**src/hdl/soc_pkg.sv**
```systemverilog
// types and constants shared by the substring occurrence counter
// no dependencies; used by soc_cell, soc_count and substring_occurrence_counter
`default_nettype none

package soc_pkg;

   localparam int BYTE_BITS    = 8;
   localparam int PATTERN_BITS = 64;
   localparam int LEN_BITS     = 4;
   localparam int SEEN_BITS    = 4;
   localparam int HOLD_BITS    = 3;
   localparam int OUT_BITS     = 16;
   localparam int ADDR_BITS    = 4;
   localparam int DATA_BITS    = 64;

   // register index, taken from paddr bit 3 (registers lie 8 bytes apart)
   typedef enum logic {
      REG_PATTERN = 1'b0,
      REG_LENGTH  = 1'b1
   } reg_index_type;

   // per-word control handed from the window chain to the counter
   typedef struct packed {
      logic accept;
      logic last;
      logic window_hit;
   } step_type;

endpackage : soc_pkg

`default_nettype wire

```
**src/hdl/soc_cell.sv**
```systemverilog
// one byte cell of the text window chain: holds a byte and compares its next value
// depends on soc_pkg
`default_nettype none

module soc_cell (
   input  wire logic                           clock,
   input  wire logic                           shift_en,
   input  wire logic [soc_pkg::BYTE_BITS-1:0]  shift_in,
   input  wire logic [soc_pkg::BYTE_BITS-1:0]  pat_byte,
   input  wire logic                           used,
   output logic      [soc_pkg::BYTE_BITS-1:0]  data_out,
   output logic                                match_ok
);
   import soc_pkg::*;

   logic [BYTE_BITS-1:0] data_ff;
   logic [BYTE_BITS-1:0] data_in;

   assign data_in  = shift_en ? shift_in : data_ff;
   // compare against the byte this cell takes on this word
   assign match_ok = !used || (shift_in == pat_byte);
   assign data_out = data_ff;

   always_ff @(posedge clock) begin
      data_ff <= data_in;
   end

endmodule : soc_cell

`default_nettype wire

```
**src/hdl/soc_count.sv**
```systemverilog
// text byte count, hold-off and saturating hit counter
// depends on soc_pkg
`default_nettype none

module soc_count #(
   parameter int MAX_PATTERN = 8,
   parameter int COUNT_BITS  = 16
) (
   input  wire logic                          clock,
   input  wire logic                          reset,
   input  wire soc_pkg::step_type             step,
   input  wire logic [soc_pkg::LEN_BITS-1:0]  len,
   output logic      [soc_pkg::OUT_BITS-1:0]  total_out
);
   import soc_pkg::*;

   localparam int WIDE_BITS = (COUNT_BITS > OUT_BITS) ? COUNT_BITS : OUT_BITS;
   localparam logic [SEEN_BITS-1:0]  SEEN_MAX  = SEEN_BITS'(MAX_PATTERN);
   localparam logic [COUNT_BITS-1:0] COUNT_MAX = '1;
   localparam logic [WIDE_BITS-1:0]  OUT_MAX   = WIDE_BITS'({OUT_BITS{1'b1}});

   logic [SEEN_BITS-1:0]  seen_ff,  seen_in,  seen_next;
   logic [HOLD_BITS-1:0]  hold_ff,  hold_in,  hold_next;
   logic [COUNT_BITS-1:0] total_ff, total_in, total_next;
   logic [WIDE_BITS-1:0]  total_wide;

   always_comb begin
      seen_next  = (seen_ff == SEEN_MAX) ? seen_ff : seen_ff + 1'b1;
      hold_next  = hold_ff;
      total_next = total_ff;
      if (hold_ff != '0) begin
         hold_next = hold_ff - 1'b1;
      end else if (step.window_hit && (seen_next >= len)) begin
         if (total_ff != COUNT_MAX) begin
            total_next = total_ff + 1'b1;
         end
         hold_next = HOLD_BITS'(len - 1'b1);
      end

      seen_in  = seen_ff;
      hold_in  = hold_ff;
      total_in = total_ff;
      if (step.accept) begin
         if (step.last) begin
            seen_in  = '0;
            hold_in  = '0;
            total_in = '0;
         end else begin
            seen_in  = seen_next;
            hold_in  = hold_next;
            total_in = total_next;
         end
      end

      total_wide = WIDE_BITS'(total_next);
      total_out  = (total_wide > OUT_MAX) ? OUT_BITS'(OUT_MAX) : total_wide[OUT_BITS-1:0];
   end

   always_ff @(posedge clock) begin
      if (reset) begin
         seen_ff  <= '0;
         hold_ff  <= '0;
         total_ff <= '0;
      end else begin
         seen_ff  <= seen_in;
         hold_ff  <= hold_in;
         total_ff <= total_in;
      end
   end

endmodule : soc_count

`default_nettype wire

```
**src/hdl/substring_occurrence_counter.sv**
```systemverilog
// top level of the substring occurrence counter
// depends on soc_pkg, soc_cell and soc_count
`default_nettype none

// Counts non-overlapping occurrences of a pattern of 1 to MAX_PATTERN bytes in a
// text that arrives one byte per word on the req channel. Hits are taken greedily
// left to right: after a hit the next pattern_length-1 bytes cannot end another.
// On the word marked end_of_text one rsp word carries the hit total of that text
// (hits ending on the last byte included, saturating at 65535) and all per-text
// state clears, so the next word starts a new text. One word per cycle is taken:
// a row of MAX_PATTERN byte cells shifts the text along and every cell compares
// its incoming byte against its pattern byte in parallel, so words may arrive
// back to back. Words that are not marked last are always taken; a last word is
// held off only while a previous total still waits on a stalled rsp channel.
// Registers (64-bit APB port): pattern_bytes at 0x0, first pattern byte in bits
// 7..0; pattern_length at 0x8, a length of zero acts as one and a length above
// MAX_PATTERN acts as MAX_PATTERN. Write registers only while the block is idle.
module substring_occurrence_counter #(
   parameter int MAX_PATTERN = 8,
   parameter int COUNT_BITS  = 16
) (
   input  wire logic                            clock,
   input  wire logic                            reset,
   // text words
   input  wire logic                            req_valid,
   output logic                                 req_stall,
   input  wire logic [soc_pkg::BYTE_BITS-1:0]   req_text_byte,
   input  wire logic                            req_end_of_text,
   // totals
   output logic                                 rsp_valid,
   input  wire logic                            rsp_stall,
   output logic      [soc_pkg::OUT_BITS-1:0]    rsp_occurrence_total,
   // register port
   input  wire logic                            psel,
   input  wire logic                            penable,
   input  wire logic                            pwrite,
   input  wire logic [soc_pkg::ADDR_BITS-1:0]   paddr,
   input  wire logic [soc_pkg::DATA_BITS-1:0]   pwdata,
   output logic      [soc_pkg::DATA_BITS-1:0]   prdata,
   output logic                                 pready
);
   import soc_pkg::*;

   localparam logic [LEN_BITS-1:0] LEN_MAX = LEN_BITS'(MAX_PATTERN);

   // configuration registers
   logic [PATTERN_BITS-1:0] pattern_ff, pattern_in;
   logic [LEN_BITS-1:0]     length_ff,  length_in;
   reg_index_type           reg_sel;
   logic                    reg_write;

   // datapath
   logic [LEN_BITS-1:0]     len;
   logic                    accept;
   logic [BYTE_BITS-1:0]    cell_data [MAX_PATTERN];
   logic [MAX_PATTERN-1:0]  cell_ok;
   step_type                step;
   logic [OUT_BITS-1:0]     total_out;

   // result register
   logic                    rsp_valid_ff, rsp_valid_in;
   logic [OUT_BITS-1:0]     rsp_total_ff, rsp_total_in;

   // ---------------- register port ----------------
   assign pready    = 1'b1;
   assign reg_sel   = reg_index_type'(paddr[3]);
   assign reg_write = psel && penable && pwrite;

   always_comb begin
      pattern_in = pattern_ff;
      length_in  = length_ff;
      prdata     = '0;
      unique case (reg_sel)
         REG_PATTERN: begin
            prdata = pattern_ff;
            if (reg_write) begin
               pattern_in = pwdata;
            end
         end
         REG_LENGTH: begin
            prdata = DATA_BITS'(length_ff);
            if (reg_write) begin
               length_in = pwdata[LEN_BITS-1:0];
            end
         end
         default: begin
            prdata = '0;
         end
      endcase
   end

   always_ff @(posedge clock) begin
      if (reset) begin
         pattern_ff <= '0;
         length_ff  <= LEN_BITS'(1);
      end else begin
         pattern_ff <= pattern_in;
         length_ff  <= length_in;
      end
   end

   // effective pattern length, clamped to 1..MAX_PATTERN
   always_comb begin
      if (length_ff == '0) begin
         len = LEN_BITS'(1);
      end else if (length_ff > LEN_MAX) begin
         len = LEN_MAX;
      end else begin
         len = length_ff;
      end
   end

   // ---------------- handshake ----------------
   // only a word that produces a total has to wait for the result register
   assign req_stall = rsp_valid_ff && rsp_stall && req_end_of_text;
   assign accept    = req_valid && !req_stall;

   // ---------------- window chain ----------------
   // cell k holds the byte k places back from the newest; it is matched
   // against pattern byte len-1-k when k < len
   for (genvar k = 0; k < MAX_PATTERN; k++) begin : g_cell
      localparam logic [LEN_BITS-1:0] K_POS = LEN_BITS'(k);
      logic [BYTE_BITS-1:0] shift_in;
      logic [2:0]           pat_idx;
      logic [LEN_BITS-1:0]  pat_pos;

      if (k == 0) begin : g_head
         assign shift_in = req_text_byte;
      end else begin : g_link
         assign shift_in = cell_data[k-1];
      end

      assign pat_pos = len - 1'b1 - K_POS;
      assign pat_idx = pat_pos[2:0];

      soc_cell u_cell (
         .clock    (clock),
         .shift_en (accept),
         .shift_in (shift_in),
         .pat_byte (pattern_ff[BYTE_BITS*pat_idx +: BYTE_BITS]),
         .used     (K_POS < len),
         .data_out (cell_data[k]),
         .match_ok (cell_ok[k])
      );
   end

   assign step.accept     = accept;
   assign step.last       = req_end_of_text;
   assign step.window_hit = &cell_ok;

   // ---------------- counters ----------------
   soc_count #(
      .MAX_PATTERN (MAX_PATTERN),
      .COUNT_BITS  (COUNT_BITS)
   ) u_count (
      .clock     (clock),
      .reset     (reset),
      .step      (step),
      .len       (len),
      .total_out (total_out)
   );

   // ---------------- result register ----------------
   always_comb begin
      rsp_valid_in = rsp_valid_ff;
      rsp_total_in = rsp_total_ff;
      if (accept && req_end_of_text) begin
         rsp_valid_in = 1'b1;
         rsp_total_in = total_out;
      end else if (!rsp_stall) begin
         rsp_valid_in = 1'b0;
      end
   end

   always_ff @(posedge clock) begin
      if (reset) begin
         rsp_valid_ff <= 1'b0;
      end else begin
         rsp_valid_ff <= rsp_valid_in;
      end
      rsp_total_ff <= rsp_total_in;
   end

   assign rsp_valid            = rsp_valid_ff;
   assign rsp_occurrence_total = rsp_total_ff;

endmodule : substring_occurrence_counter

`default_nettype wire
```
**config.mk**
```make
export PLATFORM = sky130hd
export DESIGN_NAME = substring_occurrence_counter
export DESIGN_NICKNAME = d
export VERILOG_FILES = /design/src/hdl/soc_pkg.sv /design/src/hdl/soc_cell.sv /design/src/hdl/soc_count.sv /design/src/hdl/substring_occurrence_counter.sv
export SDC_FILE = /design/constraint.sdc
export NUM_CORES = 1
export LEC_CHECK = 0
export BUFFER_PORTS_ARGS = -buffer_cell sky130_fd_sc_hd__buf_2
export CAP_MARGIN = 20
export CORE_ASPECT_RATIO = 1.25
export CORE_MARGIN = 10
export CORE_UTILIZATION = 30
export CTS_BUF_LIST = sky130_fd_sc_hd__clkbuf_4 sky130_fd_sc_hd__clkbuf_8 sky130_fd_sc_hd__clkbuf_16
export DETAILED_ROUTE_END_ITERATION = 8
export MAX_ROUTING_LAYER = met4
export PLACE_DENSITY = 0.56
export RECOVER_POWER = 25
export SLEW_MARGIN = 20
export SYNTH_ARGS = -nofsm -noshare
export SYNTH_HDL_FRONTEND = slang
export SYNTH_SLANG_ARGS = --single-unit
```
**constraint.sdc**
```tcl
create_clock -name clock -period 7 [get_ports clock]
set_input_delay 1.4 -clock clock [delete_from_list [all_inputs] [get_ports clock]]
set_output_delay 1.4 -clock clock [all_outputs]
set_load 0.05 [all_outputs]
```
==> metrics.csv, run 1 <==
metric;value;unit
tns;0;ns
violations;max-capacitance violations, max-slew violations;
syn_inst;1323;
cts.sinks;164;
ctsHtreeMaxLevel;4;
max_cap_violations;1;
ys_seq_elements;164;
max_slew_margin;-1.46;
rr_worst_depth;13;
ir_drop;115;uV
routedWlPerCell;23.7;um
path_clk_slew;0.08;ns
dieArea;46700;um^2
worstPathBufferInverterCount;1;
post-cts-setup-buffers;0;
drt_wl_total;45.8;mm
power_frac_comb;0.146;
top_layer;met4;
hpwl;34.7;mm
final_common_cell;nand2_1;
most-common-layout-cells;nand2_1, buf_2, a21oi_1;
gr-total-overflow;0;
wl_met2;21.7;mm
die_w;195;um
syn_area_per_cell;8.71;um^2
drtIter0Drc;1160;
max_clock_freq;175;MHz
slew_viol_final;82;
ys_async_sr_fraction;0;
syn_to_final_growth;15.5;%
fin_nets;1528;
netlist_area;11500;um^2
clock_skew;0.0169;ns
yosysUniqueCellTypes;98;
portBuffers;162;
seqPwrFrac;0.453;
holdPathStages;0;
grt_max_degree;82;
start_util;0.303;
dr.pass1.iters;6;
cpMaxStageDelayCell;xnor2_2;
min_to;g_cell[4].u_cell.data_out[4]$_DFFE_PP_;
p_int;1.63;mW
place_congestion;1.01;
drive_gt1_frac;0.201;
hold_class;register to register;
die_y;239;um
grt_pass1_wl;68.6;mm
core_area;38000;um^2
net-switching-power;0.746;mW
n_antenna_cell;0;
p_sw_frac;0.314;
fillers;4027;
rows;80;
vias;11000;
ys_warn_count;0;
ant_nets;0;
r2r_end;rsp_occurrence_total[15]$_DFFE_PP_;
cts_root_buffer;clkbuf_16;
reg2reg_slack;1.28;ns
cts_resized;0;
cp_slowest_stage_delay;0.71;ns
grt_usage;0.196;
power_leakage;4.92;nW
critPathKind;register to register;
cp-end-kind;register;
cts_tree;built;
period_share;0.817;
ys.flop_type;dfxtp_1;
finalSetupViolCount;0;
synth_edf_count;72;
ctsHoldBuffers;0;
syn-num-nets;1418;
tightest_slew;3.70;ns
power.total;2.38;mW
critPathRequiredTime;7.21;ns
clk_path_buf_depth;2;
timing.rr.start;length_ff[3]$_SDFFE_PP0P_;
yosysSeqAreaShare;0.347;
rsz0062_at_grt;false;
remaining_drc_errors;0;
io_pins;167;
vias_per_cell;5.66;
multi_input_area;6940;um^2
cts_made_buffers;17;
crit_fanout;27;
clk_latency;0.46;ns
final-seq-area;4010;um^2
crit_arrival;5.93;ns
met3_length;2.77;mm
met1_length;18.9;mm
power_density;179;nW/um^2
worstSetupStartpointType;register;
finalHoldViolCount;0;
hp-start;g_cell[3].u_cell.data_out[4]$_DFFE_PP_;
layout_min_cycle_time;5.72;ns
grt_pass1_vias;10600;
p_clk_frac;0.401;
status;finished with violations;
crit_chain;nand2b_1 > ha_1 > buf_4 > xnor2_2 > a2111oi_0 > nor4_1 > xor2_1 > or4_1 > or4_4 > a2111oi_4 > nand3_2 > nor3_1 > mux2_1;
crit_family;simple AND/OR/NAND/NOR gates;
grt_antenna_before_repair;0;
==> kinds of logic after synthesis <==
family,synth area share
AOI/OAI and AO/OA,0.189
xor gates and xnor gates,0.0604
adders and majority gates,0.0119
buffers and inverters,0.0516
DFF,0.347
muxes,0.115
other,0.000325
and+or+nand+nor,0.225
==> stage by stage <==
stage / util / hold slack [ns] / instance area, um^2 / std cells / setup slack, ns
4_1_cts: 0.351 / 0.469 / 13300 / 1938 / 1.30
5_1_grt: 0.350 / 0.484 / 13300 / 1938 / 1.02
3_5_place_dp: 0.335 / 0.460 / 12700 / 1906 / 1.29
2_1_floorplan: - / 0.441 / 11500 / 1323 / 1.62
6_report: 0.350 / 0.472 / 13300 / 1938 / 1.28
3_3_place_gp: 0.335 / 0.452 / 12700 / 1906 / 1.33
==> sequential cells by signal, indices dropped and copies added, names as in the netlist <==
signal and cells:
pattern_ff 64, g_cell.u_cell.data_out 56, rsp_occurrence_total 16, u_count.total_ff 16, length_ff 4, u_count.seen_ff 4
u_count.hold_ff 3, rsp_valid 1
==> Yosys cell counts, drive strengths merged (41+ instances only) <==
library cell,n,area [um^2]
nand2,200,761
clkbuf,49,185
o21ai,48,240
nor2b,59,369
nand3,49,263
edfxtp,72,2160
nor2,70,279
dfxtp,92,1840
xnor2,41,367
a21oi,105,529
mux2i,58,581
buf,53,289
==> per-layer routing <==
metal / track usage / vias to the layer above
met5: - / -
met4: 0.106 / 0
met3: 0.0299 / 101
met2: 0.315 / 512
met1: 0.233 / 5264
li1: - / 5100
==> how the worst max path moves through the flow <==
stage	start	endpoint	slack (ns)	cells after the start
global route	length_ff[3]$_SDFFE_PP0P_	u_count.total_ff[8]$_SDFFE_PP0P_	1.02	15
finish	length_ff[3]$_SDFFE_PP0P_	rsp_occurrence_total[15]$_DFFE_PP_	1.28	13
floorplan	length_ff[0]$_SDFFE_PP1P_	rsp_occurrence_total[15]$_DFFE_PP_	1.62	21
CTS	length_ff[3]$_SDFFE_PP0P_	rsp_occurrence_total[15]$_DFFE_PP_	1.30	13
detailed placement	length_ff[3]$_SDFFE_PP0P_	rsp_occurrence_total[15]$_DFFE_PP_	1.29	13
global placement	length_ff[3]$_SDFFE_PP0P_	rsp_occurrence_total[15]$_DFFE_PP_	1.33	13
==> final cells by class <==
cell class,instances,area share
Inverter,32,0.00902
Multi-Input combinational cell,1025,0.522
Clock buffer,17,0.0320
Timing Repair Buffer,193,0.0776
Clock inverter,15,0.0123
Sequential cell,164,0.301
Tap cell,492,0.0462
==> power groups by stage <==
stage                     Clock (mW)  Combinational [mW]  Sequential [mW]
after floorplan                    0               0.220             1.09
after global placement             0               0.346             1.10
after detailed placement           0               0.348             1.10
after CTS                      0.973               0.348             1.07
after global routing            1.01               0.374             1.08
final                          0.954               0.347             1.08
Note: power is estimated with default switching activity, not from simulation.
==> run 2: changes to the inputs <==
Clock period 7 ns to 5.57 ns, I/O delays scaled along.
==> run 2 against run 1 <==
Net effect: the flow now finishes without violations; first-iteration DRC count shrank 23%; non-clock buffer count grew 22; design area is 1.5% higher; die area did not move; clock power increased by 30%; wire length increased by 2.3%; worst setup slack worse by 0.88 ns; flip-flop and latch count unchanged; sequential share of layout area decreased by 0.45 points; utilization up 0.53 points; hold slack lost 0.00090 ns; maximum frequency rose by 11%; critical endpoint unchanged; largest power group unchanged.
==> metrics.csv, run 2 (synthesized netlist as in run 1, its figures left out) <==
metric;value;unit;change
status;completed;;
grt_usage;0.200;;+0.00409
finalHoldViolCount;0;;unchanged
start_util;0.303;;unchanged
tns;0;ns;unchanged
clk_latency;0.46;ns;about the same
cp_slowest_stage_delay;0.64;ns;-0.07 ns
grt_antenna_before_repair;0;;unchanged
power_leakage;5.05;nW;+2.7%
max_clock_freq;193;MHz;+11%
die_y;239;um;unchanged
clock_skew;0.0149;ns;-0.00203 ns
cp-end-kind;register;;
power_density;225;nW/um^2;+26%
ant_nets;0;;unchanged
dr.pass1.iters;7;;+1
cpMaxStageDelayCell;or4_1;;
worstSetupStartpointType;register;;
ir_drop;180;uV;+56%
placed_area;12900;um^2;+1.3%
grt_pass1_wl;69.3;mm;+1.0%
syn_to_final_growth;17.2;%;
top_register;pattern_ff;;
drive_gt1_frac;0.215;;+0.0133
period_share;0.928;;+0.111
slew_viol_final;0;;-100%
post-cts-setup-buffers;0;;unchanged
core_area;38000;um^2;unchanged
gr-total-overflow;0;;unchanged
drtIter0Drc;889;;-23%
met3_length;2.46;mm;-11%
hpwl;36.4;mm;+4.9%
max_cap_violations;0;;-1
fin_nets;1550;;+1.4%
n_antenna_cell;0;;unchanged
r2r_end;rsp_occurrence_total[15]$_DFFE_PP_;;
cts_root_buffer;clkbuf_16;;
die_w;195;um;unchanged
cts_made_buffers;17;;unchanged
wl_met2;22.2;mm;+2.2%
met1_length;19.1;mm;+1.5%
clk_path_buf_depth;2;;unchanged
crit_fanout;20;;-26%
crit_chain;nand2b_1 > ha_1 > inv_1 > xnor2_2 > a2111oi_0 > nor4_1 > xor2_1 > or4_1 > or4_4 > a2111oi_4 > nand3_2 > nor3_1 > mux2_1;;
io_pins;167;;unchanged
crit_arrival;5.38;ns;-0.55 ns
final_common_cell;nand2_1;;
layout_min_cycle_time;5.17;ns;-0.549 ns
cts.sinks;164;;unchanged
stdcell_area;13500;um^2;+1.5%
finalSetupViolCount;0;;unchanged
grt_max_degree;73;;-11%
grt_pass1_vias;10600;;-0.18%
holdPathStages;0;;unchanged
max_slew_margin;0.349;;+1.81
path_clk_slew;0.07;ns;about the same
rsz0062_at_grt;false;;
hold_class;register to register;;
dieArea;46700;um^2;unchanged
drt_wl_total;46.9;mm;+2.3%
hp-start;g_cell[4].u_cell.data_out[2]$_DFFE_PP_;;
timing.rr.start;length_ff[3]$_SDFFE_PP0P_;;
top_layer;met4;;
rows;80;;unchanged
tightest_slew;0.976;ns;-2.72 ns
remaining_drc_errors;0;;unchanged
most-common-layout-cells;nand2_1, buf_2, a21oi_1;;
cts_tree;built;;
min_to;g_cell[5].u_cell.data_out[2]$_DFFE_PP_;;
vias;11000;;+0.37%
routedWlPerCell;23.9;um;+1.1%
ctsHtreeMaxLevel;4;;unchanged
critPathKind;register to register;;
reg2reg_slack;0.40;ns;-0.88 ns
rr_worst_depth;13;;unchanged
vias_per_cell;5.62;;-0.75%
portBuffers;162;;unchanged
largest_reg_flops;64;;unchanged
place_congestion;0.982;;-2.7%
critPathRequiredTime;5.78;ns;-1.43 ns
run 2: cell types whose count changed in the layout (fill, tap and decap cells not counted):
| cell | before | now |
|---|---|---|
| clkinvlp_4 | 2 | 1 |
| xnor2_4 | 0 | 1 |
| clkbuf_1 | 14 | 12 |
| buf_2 | 150 | 151 |
| clkinv_2 | 0 | 1 |
| buf_4 | 28 | 51 |
| inv_6 | 2 | 5 |
| clkinv_4 | 3 | 0 |
| inv_4 | 1 | 0 |
| bufinv_16 | 0 | 1 |
| xnor2_2 | 2 | 1 |
run 2: worst max-delay path: cells and delay by family (launching register included):
kind | cells | cell delay, ns
compound gates | 2 | 0.61
xor+xnor | 2 | 0.50
fa+ha+maj | 1 | 0.34
buf+inv | 1 | 0.19
flops | 1 | 0.60
mux | 1 | 0.35
simple gates | 6 | 2.32
run 2: power by group:
part / internal, mW / leakage, nW / switching (mW)
clock: 0.645 / 0.296 / 0.600
sequential: 1.30 / 1.44 / 0.0496
combinational: 0.156 / 3.32 / 0.291
run 2: area by class of cell:
cell class,instances,area (um^2)
Sequential cell,164,4010
Inverter,32,120
Multi-Input combinational cell,1025,6950
Clock buffer,17,425
Tap cell,492,616
Fill cell,3986,24500
Timing Repair Buffer,215,1200
Clock inverter,15,185
run 2: per-layer routing:
layer | track usage | vias up
met3 | 0.0341 | 105
met1 | 0.230 | 5319
met2 | 0.318 | 456
met4 | 0.130 | 0
met5 | - | -
li1 | - | 5138
run 2: worst max path at each step:
| stage | end | slack [ns] | start | cells past startpoint |
|---|---|---|---|---|
| after detailed placement | u_count.hold_ff[0]$_SDFFE_PP0P_ | 0.26 | length_ff[1]$_SDFFE_PP0P_ | 15 |
| after global placement | rsp_occurrence_total[15]$_DFFE_PP_ | 0.30 | length_ff[1]$_SDFFE_PP0P_ | 14 |
| after global routing | rsp_occurrence_total[15]$_DFFE_PP_ | 0.05 | length_ff[3]$_SDFFE_PP0P_ | 13 |
| final | rsp_occurrence_total[15]$_DFFE_PP_ | 0.40 | length_ff[3]$_SDFFE_PP0P_ | 13 |
| after floorplan | rsp_occurrence_total[15]$_DFFE_PP_ | 0.19 | length_ff[0]$_SDFFE_PP1P_ | 21 |
| after CTS | u_count.hold_ff[0]$_SDFFE_PP0P_ | 0.23 | length_ff[1]$_SDFFE_PP0P_ | 15 |
run 2: timing repair:
action,CTS,global route
endpoints found under the setup margin,0,2
hold buffers,0,0
gates resized for setup,0,1
run 2: metrics by stage:
stage | hold WS (ns) | worst slack (ns) | power [mW] | std cells | util
2_1_floorplan | 0.441 | 0.193 | 1.65 | 1323 | -
3_3_place_gp | 0.456 | 0.299 | 1.82 | 1928 | 0.339
3_5_place_dp | 0.456 | 0.256 | 1.82 | 1928 | 0.339
4_1_cts | 0.471 | 0.229 | 3.07 | 1960 | 0.355
5_1_grt | 0.475 | 0.0505 | 3.15 | 1960 | 0.355
6_report | 0.471 | 0.402 | 3.04 | 1960 | 0.355
